**src/rtl/core/ptc_pkg.sv**
```systemverilog
// Shared types, codes and constants for the pre/post trigger capture block.
`timescale 1ns / 1ps

package ptc_pkg;

  // Fixed field widths
  localparam int SAMPLE_W = 12;
  localparam int RADDR_W  = 12;
  localparam int PHASE_W  = 2;
  localparam int WPOS_W   = 10;
  localparam int COUNT_W  = 24;
  localparam int MEM_AW   = 16;   // covers the largest store depth

  localparam int IN_TDATA_W  = 24;  // sample, read_address
  localparam int OUT_TDATA_W = 48;  // phase, read_data, write_position, detect_count

  // Configuration registers
  localparam int CFG_INDEX_W = 1;
  localparam logic [CFG_INDEX_W-1:0] REG_ARM_THRESHOLD     = 1'd0;
  localparam logic [CFG_INDEX_W-1:0] REG_TRIGGER_THRESHOLD = 1'd1;
  localparam logic [SAMPLE_W-1:0] ARM_THRESHOLD_RESET     = 12'd100;
  localparam logic [SAMPLE_W-1:0] TRIGGER_THRESHOLD_RESET = 12'd3500;

  localparam logic [COUNT_W-1:0] COUNT_MAX = '1;

  // Request kind carried on tuser
  localparam logic FUNC_SAMPLE = 1'b0;
  localparam logic FUNC_READ   = 1'b1;

  // Phase codes seen on the output
  localparam logic [PHASE_W-1:0] CODE_ARMING = 2'd0;
  localparam logic [PHASE_W-1:0] CODE_DETECT = 2'd1;
  localparam logic [PHASE_W-1:0] CODE_POST   = 2'd2;
  localparam logic [PHASE_W-1:0] CODE_DONE   = 2'd3;

  // Capture sequencer states
  typedef enum logic [3:0] {
    PH_ARMING = 4'b0001,
    PH_DETECT = 4'b0010,
    PH_POST   = 4'b0100,
    PH_DONE   = 4'b1000
  } phase_t;

  // Memory operation handed from front to back
  typedef enum logic [2:0] {
    OP_NONE    = 3'd0,
    OP_WR_PRE  = 3'd1,
    OP_WR_POST = 3'd2,
    OP_RD_PRE  = 3'd3,
    OP_RD_POST = 3'd4
  } op_kind_t;

  typedef struct packed {
    op_kind_t              kind;
    logic [MEM_AW-1:0]     addr;
    logic [SAMPLE_W-1:0]   data;
    logic [PHASE_W-1:0]    phase;
    logic [WPOS_W-1:0]     wpos;
    logic [COUNT_W-1:0]    count;
  } op_t;

  localparam int QUEUE_DEPTH = 4;

  function automatic logic [PHASE_W-1:0] phase_code(phase_t ph);
    logic [PHASE_W-1:0] code;
    code = CODE_ARMING;
    unique case (ph)
      PH_ARMING: code = CODE_ARMING;
      PH_DETECT: code = CODE_DETECT;
      PH_POST:   code = CODE_POST;
      PH_DONE:   code = CODE_DONE;
      default:   code = CODE_ARMING;
    endcase
    return code;
  endfunction

endpackage

```
**src/rtl/core/ptc_queue.sv**
```systemverilog
// Short FIFO of memory requests between front and back.
`timescale 1ns / 1ps

module ptc_queue (
  input  logic          clk,
  input  logic          rst,
  input  logic          push,
  input  ptc_pkg::op_t  push_data,
  input  logic          pop,
  output logic          full,
  output logic          not_empty,
  output ptc_pkg::op_t  head
);

  localparam int PTR_W = $clog2(ptc_pkg::QUEUE_DEPTH);
  localparam int CNT_W = $clog2(ptc_pkg::QUEUE_DEPTH + 1);

  ptc_pkg::op_t       slots [ptc_pkg::QUEUE_DEPTH];
  logic [PTR_W-1:0]   wr_ptr;
  logic [PTR_W-1:0]   rd_ptr;
  logic [CNT_W-1:0]   fill;

  assign full      = (fill == CNT_W'(ptc_pkg::QUEUE_DEPTH));
  assign not_empty = (fill != '0);
  assign head      = slots[rd_ptr];

  // Storage
  always_ff @(posedge clk) begin
    if (push) begin
      slots[wr_ptr] <= push_data;
    end
  end

  // Pointers and fill level
  always_ff @(posedge clk) begin
    if (rst) begin
      wr_ptr <= '0;
      rd_ptr <= '0;
      fill   <= '0;
    end else begin
      if (push) begin
        wr_ptr <= wr_ptr + 1'b1;
      end
      if (pop) begin
        rd_ptr <= rd_ptr + 1'b1;
      end
      if (push && !pop) begin
        fill <= fill + 1'b1;
      end else if (pop && !push) begin
        fill <= fill - 1'b1;
      end
    end
  end

endmodule

```
**config.mk**
```make
export PLATFORM = sky130hd
export DESIGN_NAME = ptc_queue
export DESIGN_NICKNAME = d
export VERILOG_FILES = /design/src/rtl/core/ptc_pkg.sv /design/src/rtl/core/ptc_queue.sv
export SDC_FILE = /design/constraint.sdc
export NUM_CORES = 1
export LEC_CHECK = 0
export BUFFER_PORTS_ARGS = -buffer_cell sky130_fd_sc_hd__buf_2
export CORE_MARGIN = 5
export CORE_UTILIZATION = 57
export DETAILED_ROUTE_END_ITERATION = 6
export GPL_TIMING_DRIVEN = 1
export PLACE_DENSITY = 0.79
export SYNTH_ARGS = -nofsm -noshare
export SYNTH_HDL_FRONTEND = slang
export SYNTH_SLANG_ARGS = --single-unit
```
**constraint.sdc**
```tcl
create_clock -name clk -period 3.05 [get_ports clk]
set_input_delay 0.1525 -clock clk [delete_from_list [all_inputs] [get_ports clk]]
set_output_delay 0.1525 -clock clk [all_outputs]
set_load 0.01 [all_outputs]
```
==> impl_metrics.json <==
{
  "synth.distinct_cells": 22,
  "fillCellCount": 993,
  "die_area_um2": 20500,
  "grt_pass1_vias": 5241,
  "postCtsHoldBufs": 70,
  "rows": 48,
  "synth-seq-cells": 277,
  "pwr-share-seq": 0.540,
  "leakagePower_nw": 4.31,
  "final_hold_viol_count": 0,
  "r2r_cells": 4,
  "path_clk_slew_ps": 60,
  "yosysWarnings": 0,
  "maxCapViolations": 0,
  "ys_top_cells_by_count": "edfxtp_1 (268), mux4_2 (67), dfxtp_1 (9)",
  "path_class": "flip-flop to primary output",
  "ys.flop_type": "edfxtp_1",
  "grt_pass1_wl_um": 29700,
  "insertion_delay_ps": 510,
  "initial_core_util": 0.584,
  "yosysTopAreaCell": "edfxtp_1",
  "synth.most_common_cell": "edfxtp_1",
  "ant_nets": 0,
  "p_per_area_nw_per_um2": 654,
  "vdd_ir_drop_max_v": 0.000526,
  "hp-class": "input pin to flip-flop",
  "syn_inst": 394,
  "intPower_mw": 6.46,
  "combinationalPowerShare": 0.106,
  "slew_violations": 0,
  "finClkSkew_ps": 11.0,
  "power.total_mw": 8.23,
  "worst_setup_path_end_kind": "primary output",
  "fp.dieW_um": 143,
  "drive_gt1_frac": 0.393,
  "critPathMaxStageDelay_ps": 580,
  "rsz0062_at_grt": "no",
  "dp.cells": 749,
  "start_kind": "flip-flop",
  "nNetsFinal": 700,
  "hpwl_um": 10800,
  "numCtsBuffers": 27,
  "gr-total-overflow": 0,
  "syn_nets": 471,
  "drt-initial-drc-count": 292,
  "fin_crit_sh": 0.762,
  "syn_avg_cell_area_um2": 25.7,
  "tightest_slew_ps": 530,
  "hold_depth": 3,
  "drt_pass1_iterations": 4,
  "place_congestion": 0.697,
  "wl_um": 19300,
  "die_y_um": 143,
  "synth-edff-count": 268,
  "setup_viol": 0,
  "grt_max_degree": 40,
  "cts_tree": "done",
  "core_area_um2": 17400,
  "pin_count": 140,
  "switching_share": 0.215,
  "synth_top_cell_area_share": 0.794,
  "cts_resized": 0,
  "h-tree-depth": 1,
  "async_flop_share": 0,
  "cp.arrival_ps": 2170,
  "fin_cells": 868,
  "clock_path_buffers": 3,
  "finalCriticalPeriod_ps": 2320,
  "max_freq_mhz": 430,
  "numClockSinks": 277,
  "relSlewSlack": 0.647,
  "cp_slowest_cell": "mux4_2",
  "drc": 0,
  "cp_cell_sequence": "buf_4, mux4_2, buf_2",
  "via_per_inst": 5.53,
  "required_ps": 2900,
  "ys_seq_area_frac": 0.812,
  "status": "finished, final reports clean",
  "ys_top_cells_by_area": "edfxtp_1 (79%), mux4_2 (15%), dfxtp_1 (1.8%)",
  "syn_area_um2": 10100,
  "cts-root-buf": "clkbuf_16",
  "cts_setup_buffers": 0,
  "setup_tns_ps": 0,
  "critPathMaxFanout": 18,
  "wl_per_cell_um": 22.2,
  "p_clk_frac": 0.354,
  "syn2layout_area_growth_pct": 24.2,
  "p_sw_mw": 1.77,
  "grtUsageTotal": 0.192,
  "io_buffers": 139,
  "vias": 4800,
  "antenna_found_initial": 1
}
==> sequential cells by signal, summed over array words and instances, names as in the netlist, named ones only <==
name	flops
fill	3
slots	268
rd_ptr	2
wr_ptr	2
==> worst paths after layout <==
kind / start / to / slack, ps
worst max-delay path: flip-flop / head[60] / 730
worst max register to register: wr_ptr[0] / slots[0][36] / 1320
worst min register to register: fill[2] / fill[2] / 520
worst min-delay path: push / wr_ptr[1] / 40
==> worst max-delay path, delay by kind of cell (launching register included) <==
family / cells / cell delay [ps]
flops: 1 / 500
mux: 1 / 580
buf+inv: 2 / 570
==> cell type report <==
cell class	count	area [um^2]	share of cell area
sequential	277	8240	0.655
multi-input combinational	97	1750	0.139
timing repair buffer	216	1520	0.121
clock buffer	40	734	0.0584
tap	225	282	0.0224
clock inverter	8	38.8	0.00308
inverter	4	15.0	0.00119
antenna	1	2.50	0.000199
==> layer usage <==
metal | up-vias | wire length [um] | GRT usage
li1 | 2142 | - | -
met4 | 0 | 187 | 0.0382
met2 | 174 | 10100 | 0.338
met1 | 2464 | 7590 | 0.255
met3 | 20 | 1420 | 0.0423
met5 | - | 0 | 0
==> cells by family after synthesis <==
logic type,after synthesis,share of synthesized area
AO/OA/AOI/OAI,2,0.000987
XOR/XNOR,5,0.00432
adder cells (fa/ha/maj),6,0.00815
buffers and inverters,20,0.0162
flip-flops,277,0.812
multiplexers,69,0.151
AND/OR/NAND/NOR,15,0.00741
==> power groups by stage <==
stage / registers [mW] / clock network, mW / logic [mW]
6_report: 4.44 / 2.92 / 0.870
5_1_grt: 4.46 / 3.17 / 0.941
4_1_cts: 4.45 / 2.96 / 0.883
3_5_place_dp: 4.52 / 0 / 0.803
3_3_place_gp: 4.51 / 0 / 0.784
2_1_floorplan: 4.49 / 0 / 0.505
==> stage by stage <==
step	util	hold WS [ps]	setup slack (ps)	instance area, um^2
global route	0.725	30.7	576	12600
CTS	0.725	20.0	664	12600
global placement	0.640	360	1230	11100
floorplan	-	251	503	10100
finish	0.725	41.8	725	12600
detailed placement	0.640	369	1210	11100
==> cells in the final DEF, fill, tap and decap left out, drive strengths merged <==
cell / Yosys / final
nor2: 7 / 7
edfxtp: 268 / 268
buf: 15 / 146
ha: 5 / 5
o21ai: 1 / 1
or3: 2 / 2
diode: 0 / 1
and2: 4 / 4
clkbuf: 1 / 40
mux2i: 2 / 2
clkinv: 0 / 7
clkinvlp: 0 / 1
inv: 4 / 4
xor2: 3 / 3
mux4: 67 / 67
xnor2: 2 / 2
nor3b: 1 / 1
dfxtp: 9 / 9
dlygate4sd3: 0 / 70
a21oi: 1 / 1
fa: 1 / 1
nand2: 1 / 1
Note: power is estimated with default switching activity, not from simulation.
