$ cat config.mk
export PLATFORM = sky130hd
export DESIGN_NAME = ptc_front
export DESIGN_NICKNAME = d
export VERILOG_FILES = /design/src/rtl/core/ptc_pkg.sv /design/src/rtl/core/ptc_front.sv
export SDC_FILE = /design/constraint.sdc
export NUM_CORES = 1
export LEC_CHECK = 0
export BUFFER_PORTS_ARGS = -buffer_cell sky130_fd_sc_hd__buf_2
export CAP_MARGIN = 0
export CORE_AREA = 2 2 88 133
export CTS_BUF_LIST = sky130_fd_sc_hd__clkbuf_16
export CTS_CLUSTER_SIZE = 16
export DETAILED_ROUTE_END_ITERATION = 16
export DIE_AREA = 0 0 90 135
export HOLD_SLACK_MARGIN = 0.05
export PLACE_DENSITY = 0.72
export SLEW_MARGIN = 20
export SYNTH_ARGS = -nofsm -noshare
export SYNTH_HDL_FRONTEND = slang
export SYNTH_SLANG_ARGS = --single-unit
$ cat constraint.sdc
create_clock -name clk -period 5.8 [get_ports clk]
set_input_delay 0.58 -clock clk [delete_from_list [all_inputs] [get_ports clk]]
set_output_delay 0.58 -clock clk [all_outputs]
set_load 0.01 [all_outputs]
$ cat src/rtl/core/ptc_pkg.sv
// Shared types, codes and constants for the pre/post trigger capture block.
`timescale 1ns / 1ps

package ptc_pkg;

  // Fixed field widths
  localparam int SAMPLE_W = 12;
  localparam int RADDR_W  = 12;
  localparam int PHASE_W  = 2;
  localparam int WPOS_W   = 10;
  localparam int COUNT_W  = 24;
  localparam int MEM_AW   = 16;   // covers the largest store depth

  localparam int IN_TDATA_W  = 24;  // sample, read_address
  localparam int OUT_TDATA_W = 48;  // phase, read_data, write_position, detect_count

  // Configuration registers
  localparam int CFG_INDEX_W = 1;
  localparam logic [CFG_INDEX_W-1:0] REG_ARM_THRESHOLD     = 1'd0;
  localparam logic [CFG_INDEX_W-1:0] REG_TRIGGER_THRESHOLD = 1'd1;
  localparam logic [SAMPLE_W-1:0] ARM_THRESHOLD_RESET     = 12'd100;
  localparam logic [SAMPLE_W-1:0] TRIGGER_THRESHOLD_RESET = 12'd3500;

  localparam logic [COUNT_W-1:0] COUNT_MAX = '1;

  // Request kind carried on tuser
  localparam logic FUNC_SAMPLE = 1'b0;
  localparam logic FUNC_READ   = 1'b1;

  // Phase codes seen on the output
  localparam logic [PHASE_W-1:0] CODE_ARMING = 2'd0;
  localparam logic [PHASE_W-1:0] CODE_DETECT = 2'd1;
  localparam logic [PHASE_W-1:0] CODE_POST   = 2'd2;
  localparam logic [PHASE_W-1:0] CODE_DONE   = 2'd3;

  // Capture sequencer states
  typedef enum logic [3:0] {
    PH_ARMING = 4'b0001,
    PH_DETECT = 4'b0010,
    PH_POST   = 4'b0100,
    PH_DONE   = 4'b1000
  } phase_t;

  // Memory operation handed from front to back
  typedef enum logic [2:0] {
    OP_NONE    = 3'd0,
    OP_WR_PRE  = 3'd1,
    OP_WR_POST = 3'd2,
    OP_RD_PRE  = 3'd3,
    OP_RD_POST = 3'd4
  } op_kind_t;

  typedef struct packed {
    op_kind_t              kind;
    logic [MEM_AW-1:0]     addr;
    logic [SAMPLE_W-1:0]   data;
    logic [PHASE_W-1:0]    phase;
    logic [WPOS_W-1:0]     wpos;
    logic [COUNT_W-1:0]    count;
  } op_t;

  localparam int QUEUE_DEPTH = 4;

  function automatic logic [PHASE_W-1:0] phase_code(phase_t ph);
    logic [PHASE_W-1:0] code;
    code = CODE_ARMING;
    unique case (ph)
      PH_ARMING: code = CODE_ARMING;
      PH_DETECT: code = CODE_DETECT;
      PH_POST:   code = CODE_POST;
      PH_DONE:   code = CODE_DONE;
      default:   code = CODE_ARMING;
    endcase
    return code;
  endfunction

endpackage

$ cat src/rtl/core/ptc_front.sv
// Front end: config registers, capture sequencer, request classification.
`timescale 1ns / 1ps

module ptc_front #(
  parameter int PRE_DEPTH  = 1024,
  parameter int POST_DEPTH = 2048
) (
  input  logic                                clk,
  input  logic                                rst,
  input  logic                                cfg_wr_en,
  input  logic [ptc_pkg::CFG_INDEX_W-1:0]     cfg_index,
  input  logic [ptc_pkg::SAMPLE_W-1:0]        cfg_data,
  input  logic                                accept,
  input  logic                                func,
  input  logic [ptc_pkg::SAMPLE_W-1:0]        sample,
  input  logic [ptc_pkg::RADDR_W-1:0]         read_address,
  output ptc_pkg::op_t                        op
);

  localparam int PP_W  = $clog2(PRE_DEPTH);
  localparam int PI_W  = $clog2(POST_DEPTH + 1);
  localparam int SPAN_W = $clog2(PRE_DEPTH + POST_DEPTH + 1);
  localparam int RA_W  = (SPAN_W > ptc_pkg::RADDR_W) ? SPAN_W : ptc_pkg::RADDR_W;

  logic [ptc_pkg::SAMPLE_W-1:0] arm_threshold;
  logic [ptc_pkg::SAMPLE_W-1:0] trigger_threshold;

  ptc_pkg::phase_t              phase, phase_next;
  logic [PP_W-1:0]              pre_pointer, pre_pointer_next;
  logic                         pre_wrapped, pre_wrapped_next;
  logic [PI_W-1:0]              post_index, post_index_next;
  logic [ptc_pkg::COUNT_W-1:0]  sample_count, sample_count_next;

  logic [RA_W-1:0]              ra;
  logic [RA_W-1:0]              post_off;
  ptc_pkg::op_kind_t            kind;
  logic [ptc_pkg::MEM_AW-1:0]   mem_addr;

  // Threshold registers
  always_ff @(posedge clk) begin
    if (rst) begin
      arm_threshold     <= ptc_pkg::ARM_THRESHOLD_RESET;
      trigger_threshold <= ptc_pkg::TRIGGER_THRESHOLD_RESET;
    end else if (cfg_wr_en) begin
      unique case (cfg_index)
        ptc_pkg::REG_ARM_THRESHOLD:     arm_threshold     <= cfg_data;
        ptc_pkg::REG_TRIGGER_THRESHOLD: trigger_threshold <= cfg_data;
        default: ;
      endcase
    end
  end

  assign ra       = RA_W'(read_address);
  assign post_off = ra - RA_W'(PRE_DEPTH);

  // Sequencer next state and memory request
  always_comb begin
    phase_next        = phase;
    pre_pointer_next  = pre_pointer;
    pre_wrapped_next  = pre_wrapped;
    post_index_next   = post_index;
    sample_count_next = sample_count;
    kind              = ptc_pkg::OP_NONE;
    mem_addr          = '0;
    if (func == ptc_pkg::FUNC_READ) begin
      // unwritten entries read as zero, so they issue no RAM read
      if (ra < RA_W'(PRE_DEPTH)) begin
        if (pre_wrapped || (ra < RA_W'(pre_pointer))) begin
          kind     = ptc_pkg::OP_RD_PRE;
          mem_addr = ptc_pkg::MEM_AW'(ra);
        end
      end else if (post_off < RA_W'(POST_DEPTH)) begin
        if (post_off < RA_W'(post_index)) begin
          kind     = ptc_pkg::OP_RD_POST;
          mem_addr = ptc_pkg::MEM_AW'(post_off);
        end
      end
    end else begin
      unique case (phase)
        ptc_pkg::PH_ARMING: begin
          if (sample <= arm_threshold) begin
            phase_next = ptc_pkg::PH_DETECT;
          end
        end
        ptc_pkg::PH_DETECT: begin
          if (sample_count != ptc_pkg::COUNT_MAX) begin
            sample_count_next = sample_count + 1'b1;
          end
          kind     = ptc_pkg::OP_WR_PRE;
          mem_addr = ptc_pkg::MEM_AW'(pre_pointer);
          if (pre_pointer == PP_W'(PRE_DEPTH - 1)) begin
            pre_pointer_next = '0;
            pre_wrapped_next = 1'b1;
          end else begin
            pre_pointer_next = pre_pointer + 1'b1;
          end
          if (sample >= trigger_threshold) begin
            phase_next = ptc_pkg::PH_POST;
          end
        end
        ptc_pkg::PH_POST: begin
          kind            = ptc_pkg::OP_WR_POST;
          mem_addr        = ptc_pkg::MEM_AW'(post_index);
          post_index_next = post_index + 1'b1;
          if (post_index == PI_W'(POST_DEPTH - 1)) begin
            phase_next = ptc_pkg::PH_DONE;
          end
        end
        ptc_pkg::PH_DONE: ;
        default: ;
      endcase
    end
  end

  // Request handed to the queue, result fields taken after the update
  always_comb begin
    op.kind  = kind;
    op.addr  = mem_addr;
    op.data  = sample;
    op.phase = ptc_pkg::phase_code(phase_next);
    op.wpos  = ptc_pkg::WPOS_W'(pre_pointer_next);
    op.count = sample_count_next;
  end

  always_ff @(posedge clk) begin
    if (rst) begin
      phase        <= ptc_pkg::PH_ARMING;
      pre_pointer  <= '0;
      pre_wrapped  <= 1'b0;
      post_index   <= '0;
      sample_count <= '0;
    end else if (accept) begin
      phase        <= phase_next;
      pre_pointer  <= pre_pointer_next;
      pre_wrapped  <= pre_wrapped_next;
      post_index   <= post_index_next;
      sample_count <= sample_count_next;
    end
  end

endmodule

==> impl_metrics.json <==
{
  "status": "completed",
  "synth_top_family_by_area": "simple AND/OR/NAND/NOR gates",
  "routed-wl-met3_um": 471,
  "critPathTopFamily": "simple AND/OR/NAND/NOR gates",
  "coreArea_sq_um": 10900,
  "cap_violations": 0,
  "r2r-end": "pre_pointer[9]$_SDFFE_PP0P_",
  "ff_latch_area_sq_um": 1500,
  "layout.nets": 884,
  "finalHoldViolCount": 0,
  "die_x_um": 90,
  "hold_class": "reg2reg",
  "grt_pass1_vias": 4980,
  "synth_fa_ha_area_share_pct": 11.1,
  "gp_congestion": 0.836,
  "syn_area_sq_um": 5400,
  "avgRoutedWirePerCell_um": 14.4,
  "synth_warnings": 0,
  "powerDensity_nw_per_um2": 212,
  "final_core_util_pct": 56.7,
  "gr-total-overflow": 0,
  "max-vdd-ir-drop_uv": 145,
  "insertion_delay_ps": 330,
  "setup_viol": 0,
  "cp.required_ps": 5220,
  "yosysUniqueCellTypes": 54,
  "setup_slack_ps": 1820,
  "dr.pass1.iters": 4,
  "p_leak_nw": 2.69,
  "synth_seq_cells": 75,
  "cts-root-to-sink-buffers": 2,
  "maxSlewViolCount": 0,
  "drive_gt1_share_pct": 16.0,
  "worstPathArrival_ps": 3400,
  "drc": 0,
  "antenna_cells": 0,
  "fin_hold_ws_ps": 455,
  "synthFlopType": "dfxtp_1",
  "min_period_over_period_pct": 68.6,
  "finalSetupTns_ps": 0,
  "synthArstFlopShare_pct": 0,
  "die_y_um": 135,
  "r2r_start": "phase[1]$_SDFFE_PP0P_",
  "rr_worst_depth": 6,
  "hpwlAfterDp_um": 10400,
  "tightestPinTransition_ps": 1050,
  "drtIter0Drc": 176,
  "synth.area.mux_share_pct": 0.185,
  "slowest_delay_ps": 810,
  "ant_nets": 0,
  "rsz0062_at_grt": "no",
  "viasPerCell": 5.49,
  "antenna_found_initial": 0,
  "post-cts-setup-buffer-count": 0,
  "cts_hold_buf": 0,
  "syn_avg_cell_area_sq_um": 7.46,
  "synth-simple-area-share_pct": 27.2,
  "met1_length_um": 5490,
  "critPathLaunchType": "register",
  "grt_pass1_wl_um": 22600,
  "dp_slack_ps": 2220,
  "final.min_clock_period_ps": 3980,
  "cts_sinks": 75,
  "track_usage_pct": 22.4,
  "crit_type": "reg2out",
  "synth_edf_count": 0,
  "cts-root-buf": "clkbuf_16",
  "min_delay_path_depth": 2,
  "htree_levels": 3,
  "cts_buffers": 9,
  "clk_pin_slew_ps": 50,
  "min_from": "arm_threshold[7]$_SDFFE_PP0P_",
  "synthesis.instances": 724,
  "routed-via-count": 5193,
  "fillers": 1075,
  "ff2ff_setup_slack_ps": 3070,
  "io_pins": 109,
  "synth_xor_area_share_pct": 9.56,
  "grt_max_degree": 76,
  "crit_path_max_fanout": 13,
  "worst-path-buf-inv": 1,
  "multi_input_area_sq_um": 3440,
  "critPathSlowestCell": "nor2_1",
  "hold_end": "arm_threshold[7]$_SDFFE_PP0P_",
  "met2_length_um": 7270,
  "portBuffers": 104,
  "cp-end-kind": "output pin",
  "seq_area_frac_synth_pct": 27.8,
  "area_delta_synth_final_pct": 14.8,
  "die_area_sq_um": 12200,
  "synth_compound_area_share_pct": 15.3,
  "cp_cell_sequence": "or4b_4 -> nor2_1 -> nand2_1 -> nor4_1 -> xor2_1 -> buf_2",
  "slew_headroom_pct": 29.7,
  "clock.fmax_mhz": 251,
  "start_util_pct": 49.4,
  "row_count": 47,
  "cts_resized": 0,
  "totalWireLength_um": 13600,
  "highest_layer": "met4",
  "skew_ps": 8.54,
  "cts_tree": "built"
}
==> synth_stat cells, types with 12 or more instances <==
cell type | n | share of area [%]
a21oi_1 | 51 | 4.7
a31oi_1 | 15 | 1.7
buf_4 | 17 | 2.4
clkbuf_1 | 26 | 1.8
dfxtp_1 | 75 | 28
ha_1 | 48 | 11
inv_1 | 57 | 4.0
nand2_1 | 100 | 6.9
nand3_1 | 20 | 1.9
nand4_1 | 23 | 2.7
nor2_1 | 72 | 5.0
nor2b_1 | 12 | 1.4
nor3_1 | 13 | 1.2
o21ai_0 | 28 | 2.6
or3_1 | 12 | 1.4
xnor2_1 | 32 | 5.2
xor2_1 | 27 | 4.4
==> layer usage <==
metal	track usage (%)	vias to the layer above
li1	-	2614
met1	24.2	2433
met2	42.3	119
met3	3.35	27
met4	10.9	0
met5	0	-
==> layout by cell type, fill, tap and decap left out, drive strengths merged, types with 12 or more instances in the layout <==
master  synthesis  routed
ha             48      48
xnor2          32      32
xor2           27      27
nor3           14      14
a21oi          51      51
nor2b          12      12
o21ai          28      28
nand2         100     100
nand3          20      20
nor2           72      72
nand4          23      23
a31oi          15      15
inv            57      59
dfxtp          75      75
or3            13      13
buf            23     105
==> layout make-up <==
type                    count  area share, %
clock buffers               9           3.63
multi-input cells         546           55.5
flip-flops and latches     75           24.2
clock inverters             7           1.76
well taps                 147           2.97
repair buffers            105           8.51
inverters                  57           3.45
==> cell families after synthesis <==
kind of cell               Yosys count
AOI/OAI and AO/OA                  136
xor gates and xnor gates            59
adders and majority gates           48
buffers and inverters              106
DFF                                 75
muxes                                1
other                                1
and+or+nand+nor                    298
==> power by group <==
part	switching, mW	total, mW	internal [mW]	leakage (nW)
logic	0.0957	0.160	0.0644	1.92
clock network	0.206	0.621	0.415	0.166
registers	0.00821	0.535	0.526	0.609
total	0.310	1.32	1.01	2.69
==> stage by stage <==
| stage | total power [mW] | cells | cell area [sq um] |
|---|---|---|---|
| after floorplan | 0.657 | 727 | 5410 |
| after global placement | 0.700 | 930 | 5870 |
| after detailed placement | 0.706 | 930 | 5870 |
| after CTS | 1.33 | 946 | 6200 |
| after global routing | 1.38 | 946 | 6200 |
| final | 1.32 | 946 | 6200 |
==> sequential cells by signal, indices dropped and copies added (netlist names) <==
signal,count
arm_threshold,12
phase,4
post_index,12
pre_pointer,10
pre_wrapped,1
sample_count,24
trigger_threshold,12
==> worst max-delay path by stage <==
stage,endpoint,slack (ps),from,cells after the start
after global placement,op[34],2250,sample[0],10
final,op[10],1820,phase[1]$_SDFFE_PP0P_,6
after global routing,op[10],1570,phase[1]$_SDFFE_PP0P_,6
after CTS,op[10],1850,phase[1]$_SDFFE_PP0P_,6
after floorplan,op[34],2680,sample[0],8
after detailed placement,op[34],2220,sample[0],10
==> worst min-delay path: stages (launching register included) <==
cell,delay [ps]
dfxtp_1,300
nand2_1,50
a21oi_1,50
Power figures use the tool's default switching activity.
